==> src/hdl/xbr_pkg.sv <==
// ----------------------------------------------------------------------------
// xbr_pkg: shared types and constants for the bounded random number block
// Actions, output selects, controller states, command and status bundles,
// shift and rotate amounts of both generators, remainder step function.
// ----------------------------------------------------------------------------
package xbr_pkg;

	localparam int WORD_W = 64;
	localparam int MIN_W  = 32;
	localparam int CNT_W  = 6;

	// xorshift128+ shifts
	localparam int XS_A = 23;
	localparam int XS_B = 18;
	localparam int XS_C = 5;

	// xoroshiro128+ rotate, shift, rotate
	localparam int XO_A = 24;
	localparam int XO_B = 16;
	localparam int XO_C = 37;

	// configuration register indexes
	localparam logic REG_SEED_LOW  = 1'b0;
	localparam logic REG_SEED_HIGH = 1'b1;

	typedef enum logic [1:0] {
		ACT_XORSHIFT  = 2'd0,
		ACT_XOROSHIRO = 2'd1,
		ACT_ROLL      = 2'd2,
		ACT_NONE      = 2'd3
	} xbr_action_t;

	typedef enum logic [2:0] {
		OSEL_XS,
		OSEL_XO,
		OSEL_ROLL,
		OSEL_ZERO,
		OSEL_BAD
	} xbr_osel_t;

	typedef enum logic [1:0] {
		ST_IDLE,
		ST_DIV,
		ST_CHECK
	} xbr_state_t;

	// controller to datapath
	typedef struct packed {
		logic      gen_xs;    // step state as xorshift128+
		logic      gen_xo;    // step state as xoroshiro128+
		logic      latch_req; // capture possibilities and minimum
		logic      draw;      // xoroshiro step, capture roll, clear divider
		logic      div_run;   // one remainder step on both units
		logic      out_load;  // write the result register
		xbr_osel_t out_sel;
	} xbr_cmd_t;

	// datapath to controller
	typedef struct packed {
		logic p_zero;   // incoming possibilities is zero
		logic div_last; // final remainder step this cycle
		logic reject;   // roll lies above the acceptance limit
	} xbr_status_t;

	// one restoring remainder step: shift in a bit, subtract when it fits
	function automatic logic [WORD_W-1:0] rem_step(input logic [WORD_W-1:0] rem,
			input logic bit_in, input logic [WORD_W-1:0] dvsr);
		logic [WORD_W:0] cand;
		logic [WORD_W:0] diff;
		cand = {rem, bit_in};
		diff = cand - {1'b0, dvsr};
		if (cand >= {1'b0, dvsr}) begin
			rem_step = diff[WORD_W-1:0];
		end else begin
			rem_step = cand[WORD_W-1:0];
		end
	endfunction

endpackage

==> src/hdl/xbr_ctrl.sv <==
// ----------------------------------------------------------------------------
// xbr_ctrl: request sequencer
// Decodes the action, runs the roll loop (draw, divide, check, redraw)
// and owns the valid flag of the result register.
// ----------------------------------------------------------------------------
module xbr_ctrl
	import xbr_pkg::*;
(
	input  logic        clk,
	input  logic        arst_n,
	input  logic        s_tvalid,
	output logic        s_tready,
	input  xbr_action_t action,
	output logic        m_tvalid,
	input  logic        m_tready,
	input  xbr_status_t status,
	output xbr_cmd_t    cmd
);

	xbr_state_t state_q;
	xbr_state_t state_nxt;
	logic       out_valid_q;
	logic       out_free;

	assign out_free = !out_valid_q || m_tready;
	assign m_tvalid = out_valid_q;

	// state register
	always_ff @(posedge clk or negedge arst_n) begin
		if (!arst_n) begin
			state_q <= ST_IDLE;
		end else begin
			state_q <= state_nxt;
		end
	end

	// result valid flag
	always_ff @(posedge clk or negedge arst_n) begin
		if (!arst_n) begin
			out_valid_q <= 1'b0;
		end else if (cmd.out_load) begin
			out_valid_q <= 1'b1;
		end else if (m_tready) begin
			out_valid_q <= 1'b0;
		end
	end

	// next state and commands
	always_comb begin
		state_nxt = state_q;
		s_tready  = 1'b0;
		cmd       = '0;
		cmd.out_sel = OSEL_ZERO;
		case (state_q)
			ST_IDLE: begin
				s_tready = out_free;
				if (s_tvalid && out_free) begin
					case (action)
						ACT_XORSHIFT: begin
							cmd.gen_xs   = 1'b1;
							cmd.out_load = 1'b1;
							cmd.out_sel  = OSEL_XS;
						end
						ACT_XOROSHIRO: begin
							cmd.gen_xo   = 1'b1;
							cmd.out_load = 1'b1;
							cmd.out_sel  = OSEL_XO;
						end
						ACT_ROLL: begin
							cmd.latch_req = 1'b1;
							if (status.p_zero) begin
								cmd.out_load = 1'b1;
								cmd.out_sel  = OSEL_BAD;
							end else begin
								cmd.draw  = 1'b1;
								state_nxt = ST_DIV;
							end
						end
						default: begin
							cmd.out_load = 1'b1;
							cmd.out_sel  = OSEL_ZERO;
						end
					endcase
				end
			end
			ST_DIV: begin
				cmd.div_run = 1'b1;
				if (status.div_last) begin
					state_nxt = ST_CHECK;
				end
			end
			ST_CHECK: begin
				if (status.reject) begin
					cmd.draw  = 1'b1;
					state_nxt = ST_DIV;
				end else if (out_free) begin
					cmd.out_load = 1'b1;
					cmd.out_sel  = OSEL_ROLL;
					state_nxt    = ST_IDLE;
				end
			end
			default: begin
				state_nxt = ST_IDLE;
			end
		endcase
	end

endmodule

==> src/hdl/xbr_dp.sv <==
// ----------------------------------------------------------------------------
// xbr_dp: generator state, remainder units and result register
// Holds the two state words, both generator steps, two bit-serial
// remainder units (ceiling and roll) and the result payload.
// ----------------------------------------------------------------------------
module xbr_dp
	import xbr_pkg::*;
(
	input  logic              clk,
	input  logic              arst_n,
	input  xbr_cmd_t          cmd,
	input  logic              cfg_we,
	input  logic              cfg_index,
	input  logic [WORD_W-1:0] cfg_data,
	input  logic [WORD_W-1:0] possibilities,
	input  logic [MIN_W-1:0]  minimum,
	output xbr_status_t       status,
	output logic [WORD_W-1:0] value,
	output logic              bad_request
);

	logic [WORD_W-1:0] word0_q;
	logic [WORD_W-1:0] word1_q;
	logic [WORD_W-1:0] poss_q;
	logic [MIN_W-1:0]  min_q;
	logic [WORD_W-1:0] roll_q;
	logic [WORD_W-1:0] rem_c_q;
	logic [WORD_W-1:0] rem_r_q;
	logic [CNT_W-1:0]  cnt_q;
	logic [WORD_W-1:0] value_q;
	logic              bad_q;

	logic [WORD_W-1:0] xs_a1;
	logic [WORD_W-1:0] xs_w0;
	logic [WORD_W-1:0] xs_w1;
	logic [WORD_W-1:0] xs_sum;
	logic [WORD_W-1:0] xo_b1;
	logic [WORD_W-1:0] xo_w0;
	logic [WORD_W-1:0] xo_w1;
	logic [WORD_W-1:0] xo_sum;
	logic [WORD_W-1:0] offset;

	// xorshift128+ step
	assign xs_a1  = word0_q ^ (word0_q << XS_A);
	assign xs_w0  = word1_q;
	assign xs_w1  = xs_a1 ^ word1_q ^ (xs_a1 >> XS_B) ^ (word1_q >> XS_C);
	assign xs_sum = xs_w1 + word1_q;

	// xoroshiro128+ step, output is the sum before the step
	assign xo_sum = word0_q + word1_q;
	assign xo_b1  = word1_q ^ word0_q;
	assign xo_w0  = {word0_q[WORD_W-1-XO_A:0], word0_q[WORD_W-1:WORD_W-XO_A]}
		^ xo_b1 ^ (xo_b1 << XO_B);
	assign xo_w1  = {xo_b1[WORD_W-1-XO_C:0], xo_b1[WORD_W-1:WORD_W-XO_C]};

	assign offset = {{(WORD_W-MIN_W){min_q[MIN_W-1]}}, min_q};

	// status back to the controller
	assign status.p_zero   = (possibilities == '0);
	assign status.div_last = (cnt_q == {CNT_W{1'b1}});
	assign status.reject   = (roll_q > ~rem_c_q);

	// generator state words, seed writes load them directly
	always_ff @(posedge clk or negedge arst_n) begin
		if (!arst_n) begin
			word0_q <= {{(WORD_W-1){1'b0}}, 1'b1};
			word1_q <= '0;
		end else if (cfg_we) begin
			if (cfg_index == REG_SEED_LOW) begin
				word0_q <= cfg_data;
			end
			if (cfg_index == REG_SEED_HIGH) begin
				word1_q <= cfg_data;
			end
		end else if (cmd.gen_xs) begin
			word0_q <= xs_w0;
			word1_q <= xs_w1;
		end else if (cmd.gen_xo || cmd.draw) begin
			word0_q <= xo_w0;
			word1_q <= xo_w1;
		end
	end

	// step counter of the remainder units
	always_ff @(posedge clk or negedge arst_n) begin
		if (!arst_n) begin
			cnt_q <= '0;
		end else if (cmd.draw) begin
			cnt_q <= '0;
		end else if (cmd.div_run) begin
			cnt_q <= cnt_q + 1'b1;
		end
	end

	// request operands
	always_ff @(posedge clk) begin
		if (cmd.latch_req) begin
			poss_q <= possibilities;
			min_q  <= minimum;
		end
	end

	// remainder units: all-ones ceiling and the current roll, msb first
	always_ff @(posedge clk) begin
		if (cmd.draw) begin
			roll_q  <= xo_sum;
			rem_c_q <= '0;
			rem_r_q <= '0;
		end else if (cmd.div_run) begin
			rem_c_q <= rem_step(rem_c_q, 1'b1, poss_q);
			rem_r_q <= rem_step(rem_r_q, roll_q[~cnt_q], poss_q);
		end
	end

	// result payload
	always_ff @(posedge clk) begin
		if (cmd.out_load) begin
			case (cmd.out_sel)
				OSEL_XS: begin
					value_q <= xs_sum;
					bad_q   <= 1'b0;
				end
				OSEL_XO: begin
					value_q <= xo_sum;
					bad_q   <= 1'b0;
				end
				OSEL_ROLL: begin
					value_q <= rem_r_q + offset;
					bad_q   <= 1'b0;
				end
				OSEL_BAD: begin
					value_q <= '0;
					bad_q   <= 1'b1;
				end
				default: begin
					value_q <= '0;
					bad_q   <= 1'b0;
				end
			endcase
		end
	end

	assign value       = value_q;
	assign bad_request = bad_q;

endmodule

==> src/hdl/xoroshiro_xorshift_bounded_rng.sv <==
// ----------------------------------------------------------------------------
// xoroshiro_xorshift_bounded_rng: xorshift128+ / xoroshiro128+ bounded rng
// Two-word generator state seeded by register writes; draws from either
// generator or rolls a bounded value with rejection sampling.
//
//  channel  direction  handshake          payload
//  s        in         s_tvalid/s_tready  s_tdata, s_tuser (action)
//  m        out        m_tvalid/m_tready  m_tdata, m_tuser (bad_request)
//  cfg      in         cfg_we             cfg_index, cfg_data
//
// Generator draws, zero-possibility rolls and unused actions load the result register
// in the cycle they are accepted. A roll runs a draw, 64 remainder steps on the serial
// remainder units and a check; each rejected draw repeats the draw and the steps.
// Reset loads the state words with 1 and 0; no clearing pass is needed.
// A new transaction is taken only while the result register is empty or
// being drained; a stalled result holds the roll in its final check.
// ----------------------------------------------------------------------------
module xoroshiro_xorshift_bounded_rng
	import xbr_pkg::*;
(
	input  logic        clk,
	input  logic        arst_n,
	input  logic        s_tvalid,
	output logic        s_tready,
	input  logic [95:0] s_tdata,  // possibilities [63:0], minimum [95:64]
	input  logic [1:0]  s_tuser,  // action [1:0]
	output logic        m_tvalid,
	input  logic        m_tready,
	output logic [63:0] m_tdata,  // value [63:0]
	output logic        m_tuser,  // bad_request [0]
	input  logic        cfg_we,
	input  logic        cfg_index,
	input  logic [63:0] cfg_data
);

	xbr_cmd_t    cmd;
	xbr_status_t status;
	xbr_action_t action;

	assign action = xbr_action_t'(s_tuser);

	xbr_ctrl u_ctrl (
		.clk      (clk),
		.arst_n   (arst_n),
		.s_tvalid (s_tvalid),
		.s_tready (s_tready),
		.action   (action),
		.m_tvalid (m_tvalid),
		.m_tready (m_tready),
		.status   (status),
		.cmd      (cmd)
	);

	xbr_dp u_dp (
		.clk           (clk),
		.arst_n        (arst_n),
		.cmd           (cmd),
		.cfg_we        (cfg_we),
		.cfg_index     (cfg_index),
		.cfg_data      (cfg_data),
		.possibilities (s_tdata[WORD_W-1:0]),
		.minimum       (s_tdata[WORD_W+MIN_W-1:WORD_W]),
		.status        (status),
		.value         (m_tdata),
		.bad_request   (m_tuser)
	);

	// checks
	logic in_acc;
	logic roll_acc;
	assign in_acc   = s_tvalid && s_tready;
	assign roll_acc = in_acc && (s_tuser == ACT_ROLL) && (s_tdata[WORD_W-1:0] != '0);

	// a transaction is never taken while a held result is stalled
	a_no_overrun: assert property (@(posedge clk) disable iff (!arst_n)
		in_acc |-> (!m_tvalid || m_tready))
		else $error("transaction accepted over a stalled result");

	// a flagged roll carries a zero value
	a_bad_zero: assert property (@(posedge clk) disable iff (!arst_n)
		(m_tvalid && m_tuser) |-> (m_tdata == '0))
		else $error("bad request with nonzero value");

	// a valid roll needs the remainder pass before any result
	a_roll_latency: assert property (@(posedge clk) disable iff (!arst_n)
		roll_acc |=> !m_tvalid)
		else $error("roll result appeared too early");

	// every other transaction gives its result in the next cycle
	a_fast_result: assert property (@(posedge clk) disable iff (!arst_n)
		(in_acc && !roll_acc) |=> m_tvalid)
		else $error("single cycle result missing");

endmodule

==> config.mk <==
export PLATFORM = sky130hd
export DESIGN_NAME = xoroshiro_xorshift_bounded_rng
export DESIGN_NICKNAME = d
export VERILOG_FILES = /design/src/hdl/xbr_pkg.sv /design/src/hdl/xbr_ctrl.sv /design/src/hdl/xbr_dp.sv /design/src/hdl/xoroshiro_xorshift_bounded_rng.sv
export SDC_FILE = /design/constraint.sdc
export NUM_CORES = 2
export LEC_CHECK = 0
export BUFFER_PORTS_ARGS = -buffer_cell sky130_fd_sc_hd__buf_2
export CAP_MARGIN = 10
export CORE_ASPECT_RATIO = 0.6
export CORE_UTILIZATION = 48
export CTS_CLUSTER_SIZE = 10
export DETAILED_ROUTE_END_ITERATION = 10
export GPL_TIMING_DRIVEN = 0
export PLACE_DENSITY = 0.63
export SLEW_MARGIN = 30
export SYNTH_ARGS = -nofsm -noshare
export SYNTH_HDL_FRONTEND = slang
export SYNTH_SLANG_ARGS = --single-unit
==> constraint.sdc <==
create_clock -name clk -period 18.4 [get_ports clk]
set_input_delay 1.84 -clock clk [delete_from_list [all_inputs] [get_ports clk]]
set_output_delay 1.84 -clock clk [all_outputs]
set_load 0.03 [all_outputs]
==> results.md <==
- DRC errors left: 0
- Sequential Area: approximately 13000 µm²
- Seq cells post-synth: 490
- GP Congestion: around 1.1
- DP HPWL: approximately 180000 µm
- CP bufs+invs: 4
- Starting Density: about 49%
- RSZ-0062 raised after global routing: no
- GR Util All Layers: ~45%
- Worst setup SP type: flip-flop
- CTS Buf Count: 56
- Delay-heaviest family, CP: compound AO/OA/AOI/OAI gates
- Setup TNS: 0 ns
- Die area: roughly 90000 µm²
- Multi-input gate area: ~29000 µm²
- Syn_area_per_cell: ~8.5 µm²
- Area Growth Syn to Fin: 10.8%
- Die Wd: about 390 µm
- Vias in the first global route: between 30000 and 40000
- Post-CTS Setup Bufs: 0
- Yosys warnings: 0
- Post-synthesis sequential area ratio: 29.2%
- Post-CTS resize count: 0
- Final Max Slew Viols: 0
- Most frequent CP cell: mux4_2
- Fin crit period: approximately 7.5 ns
- DR pass1 iterations: 8
- DR vias: 44564
- Outcome: finished, final reports clean
- Layout Nets: 6003
- TritonCTS clock tree: done
- Die H: roughly 240 µm
- Pre-CTS setup slack: ~11 ns
- Row count: 85
- H-tree depth: 2
- Root Buffer: clkbuf_16
- Critical path class: flip-flop to flip-flop
- Final count of negative-setup-slack endpoints: 0
- # clock sinks: 490
- Critical Path Slowest Stage Cell: mux4_2
- Final WL: roughly 210000 µm
- Final Hold Fails: 0
- DR WL/cell: 31.8 µm
- CP peak stage delay: approximately 0.69 ns
- Antenna-violating nets left: 0
- Distinct cells, synth: 111
- CP Data Arrival Time: about 8 ns
- PnR worst setup slack: between 10 and 15 ns
- Post-Route Utilization: a little over half
- Fraction of layout cells with a size suffix above 1: 10.4%
- CP Max Fanout: 10
- Peak Freq: approximately 0.13 GHz
- Max Root-Sink Buffers: 3
- Initial antenna violation count: 14
- Worst-margin pin slew: approximately 1.2 ns
- Global-route wire length before repair: ~300000 µm
- Initial drt markers: between 7000 and 8000
- Post-Synthesis Cells: around 5000
- Port bufs: roughly 230
- # IOs: around 240
- Fillers: approximately 8500
- Asr flop ratio synth: between 20% and 30%
- Worst hold path class: flip-flop to flip-flop
- Largest net degree at the start of global routing: 73
- Synth Net Count: 5702
- R2R setup slack: roughly 11 ns
- Via/cell ratio: roughly 6.6
- Max-cap violation count: 0
- Period utilisation layout: ~41%
- Worst path required time: around 19 ns
- Latest clock arrival within the worst-skew pair: between 0.6 and 0.7 ns
- Prevailing post-synth register cell: edfxtp_1
- Worst setup EP type: flip-flop
- Core area: 89900 µm²
- Slew margin rel.: between 20% and 30%
- Clk slew on worst S/H paths: around 0.070 ns
- CTS Hold Bufs: 0
- Grt ovf: 0
- Worst path cell trace: clkbuf_2, buf_2, mux4_2, mux4_2, mux4_2, inv_1, ha_1, nor2b_1, o31ai_1, a21oi_1, or2_4, a311oi_4, o31ai_4, a21boi_2, o21bai_2, nand2_1, clkbuf_1, o21ai_0
- Synthesized cell area: 43700 µm²
- Clock Skew: roughly 0.023 ns
- EDFF count, synth: around 230
==> final cells by class <==
type,instances,share of cell area [%]
diodes,4,0.0207
plain buffers,286,2.60
clock buffers,100,3.34
clock inverters,3,0.106
inverters,156,1.23
multi-input cells,4217,60.4
flip-flops and latches,490,26.3
well taps,1218,3.15
repair buffers,243,2.82
==> final timing paths <==
path	to	from	depth (start not counted)
max	u_dp.rem_r_q[39]	u_dp.cnt_q[0]	18
min	u_dp.rem_c_q[11]	u_dp.rem_c_q[11]	2
max reg2reg	u_dp.rem_r_q[39]	u_dp.cnt_q[0]	18
min reg2reg	u_dp.rem_c_q[11]	u_dp.rem_c_q[11]	2
max in group asynchronous	u_dp.word0_q[0]	arst_n	2
min in group asynchronous	u_dp.cnt_q[4]	arst_n	1
==> routing by layer <==
metal / global-route usage, % / vias to the layer above / part of all wire, %
met4: 7.77 / 16 / 1.9
li1: - / 19513 / -
met2: 53.3 / 3204 / 35
met5: 1.66 / - / 0.17
met3: 24.6 / 300 / 18
met1: 68.2 / 21531 / 45
==> Yosys cell counts (all sizes together) (18+ instances only) <==
cell type  count  share of area, %
o311ai        57               1.1
xor2         192               3.8
inv          154               1.3
nor2b         46              0.66
o31ai         20              0.39
a211o         27              0.54
nor4          37              0.53
a21oi        481               5.5
xnor2        392               7.9
ha           380                11
mux2          57               1.5
nor2         461               4.0
and3          36              0.52
nand3         84              0.96
o22ai         34              0.49
dfrtp        136               7.8
o21bai        56               1.0
dfxtp        128               5.9
o21ai        421               4.8
a22oi         33              0.58
a221o         18              0.41
nand2        465               4.0
nor3          49              0.56
and2          25              0.36
buf           80               1.0
mux4          21               1.1
nand2b        34              0.49
o21a         100               1.7
nand4         93               1.4
edfxtp       225                15
mux2i         78               1.8
clkbuf       206               1.8
a21o         189               3.2
o211ai        28              0.49
a31oi         58              0.86
a211oi        39              0.69
==> worst register-to-register path, delay by kind of cell, from the launching register on <==
| family | cells | cell delay (ns) |
|---|---|---|
| simple gates | 3 | 0.84 |
| mux | 3 | 1.98 |
| buf+inv | 4 | 1.81 |
| flops | 1 | 0.36 |
| compound gates | 7 | 2.17 |
| fa+ha+maj | 1 | 0.19 |
==> state kept, by name (all words and copies together) (netlist names) <==
name	flops
u_dp.rem_r_q	64
u_dp.bad_request	1
u_dp.word0_q	64
u_dp.value	64
u_dp.word1_q	64
u_ctrl.state_q	2
u_dp.rem_c_q	64
u_ctrl.m_tvalid	1
u_dp.poss_q	64
u_dp.cnt_q	6
u_dp.roll_q	64
u_dp.min_q	32
==> kinds of logic (layout without fill, tap and decap cells) <==
group,after synthesis,in the layout,share of synthesized area [%]
AO/OA/AOI/OAI,1705,1705,25.1
AND/OR/NAND/NOR,1387,1387,14.4
XOR/XNOR,584,584,11.7
flip-flops,490,490,29.2
buffers and inverters,442,788,4.14
adder cells (fa/ha/maj),385,385,11.1
multiplexers,156,156,4.34
other,0,4,0
==> cells in the final DEF, fill, tap and decap left out, types with 136 or more instances in the layout <==
| master | count |
|---|---|
| edfxtp_1 | 225 |
| ha_1 | 380 |
| o21ai_0 | 394 |
| a21oi_1 | 479 |
| nor2_1 | 459 |
| dfrtp_1 | 136 |
| buf_2 | 297 |
| nand2_1 | 463 |
| clkbuf_1 | 215 |
| a21o_1 | 189 |
| inv_1 | 152 |
| xnor2_1 | 389 |
| xor2_1 | 192 |
==> per-stage QoR <==
stage | area, µm² | std cells | hold slack [ns]
6_report | 48400 | 6717 | 0.516
5_1_grt | 48400 | 6713 | 0.543
4_1_cts | 48400 | 6713 | 0.515
3_5_place_dp | 46700 | 6610 | 0.505
3_3_place_gp | 46400 | 6601 | 0.494
2_1_floorplan | 43700 | 5149 | 0.452
Power is left out: the tool's default activity adds up to more than one toggle a clock period on the data nets, which glitch-free logic cannot reach.
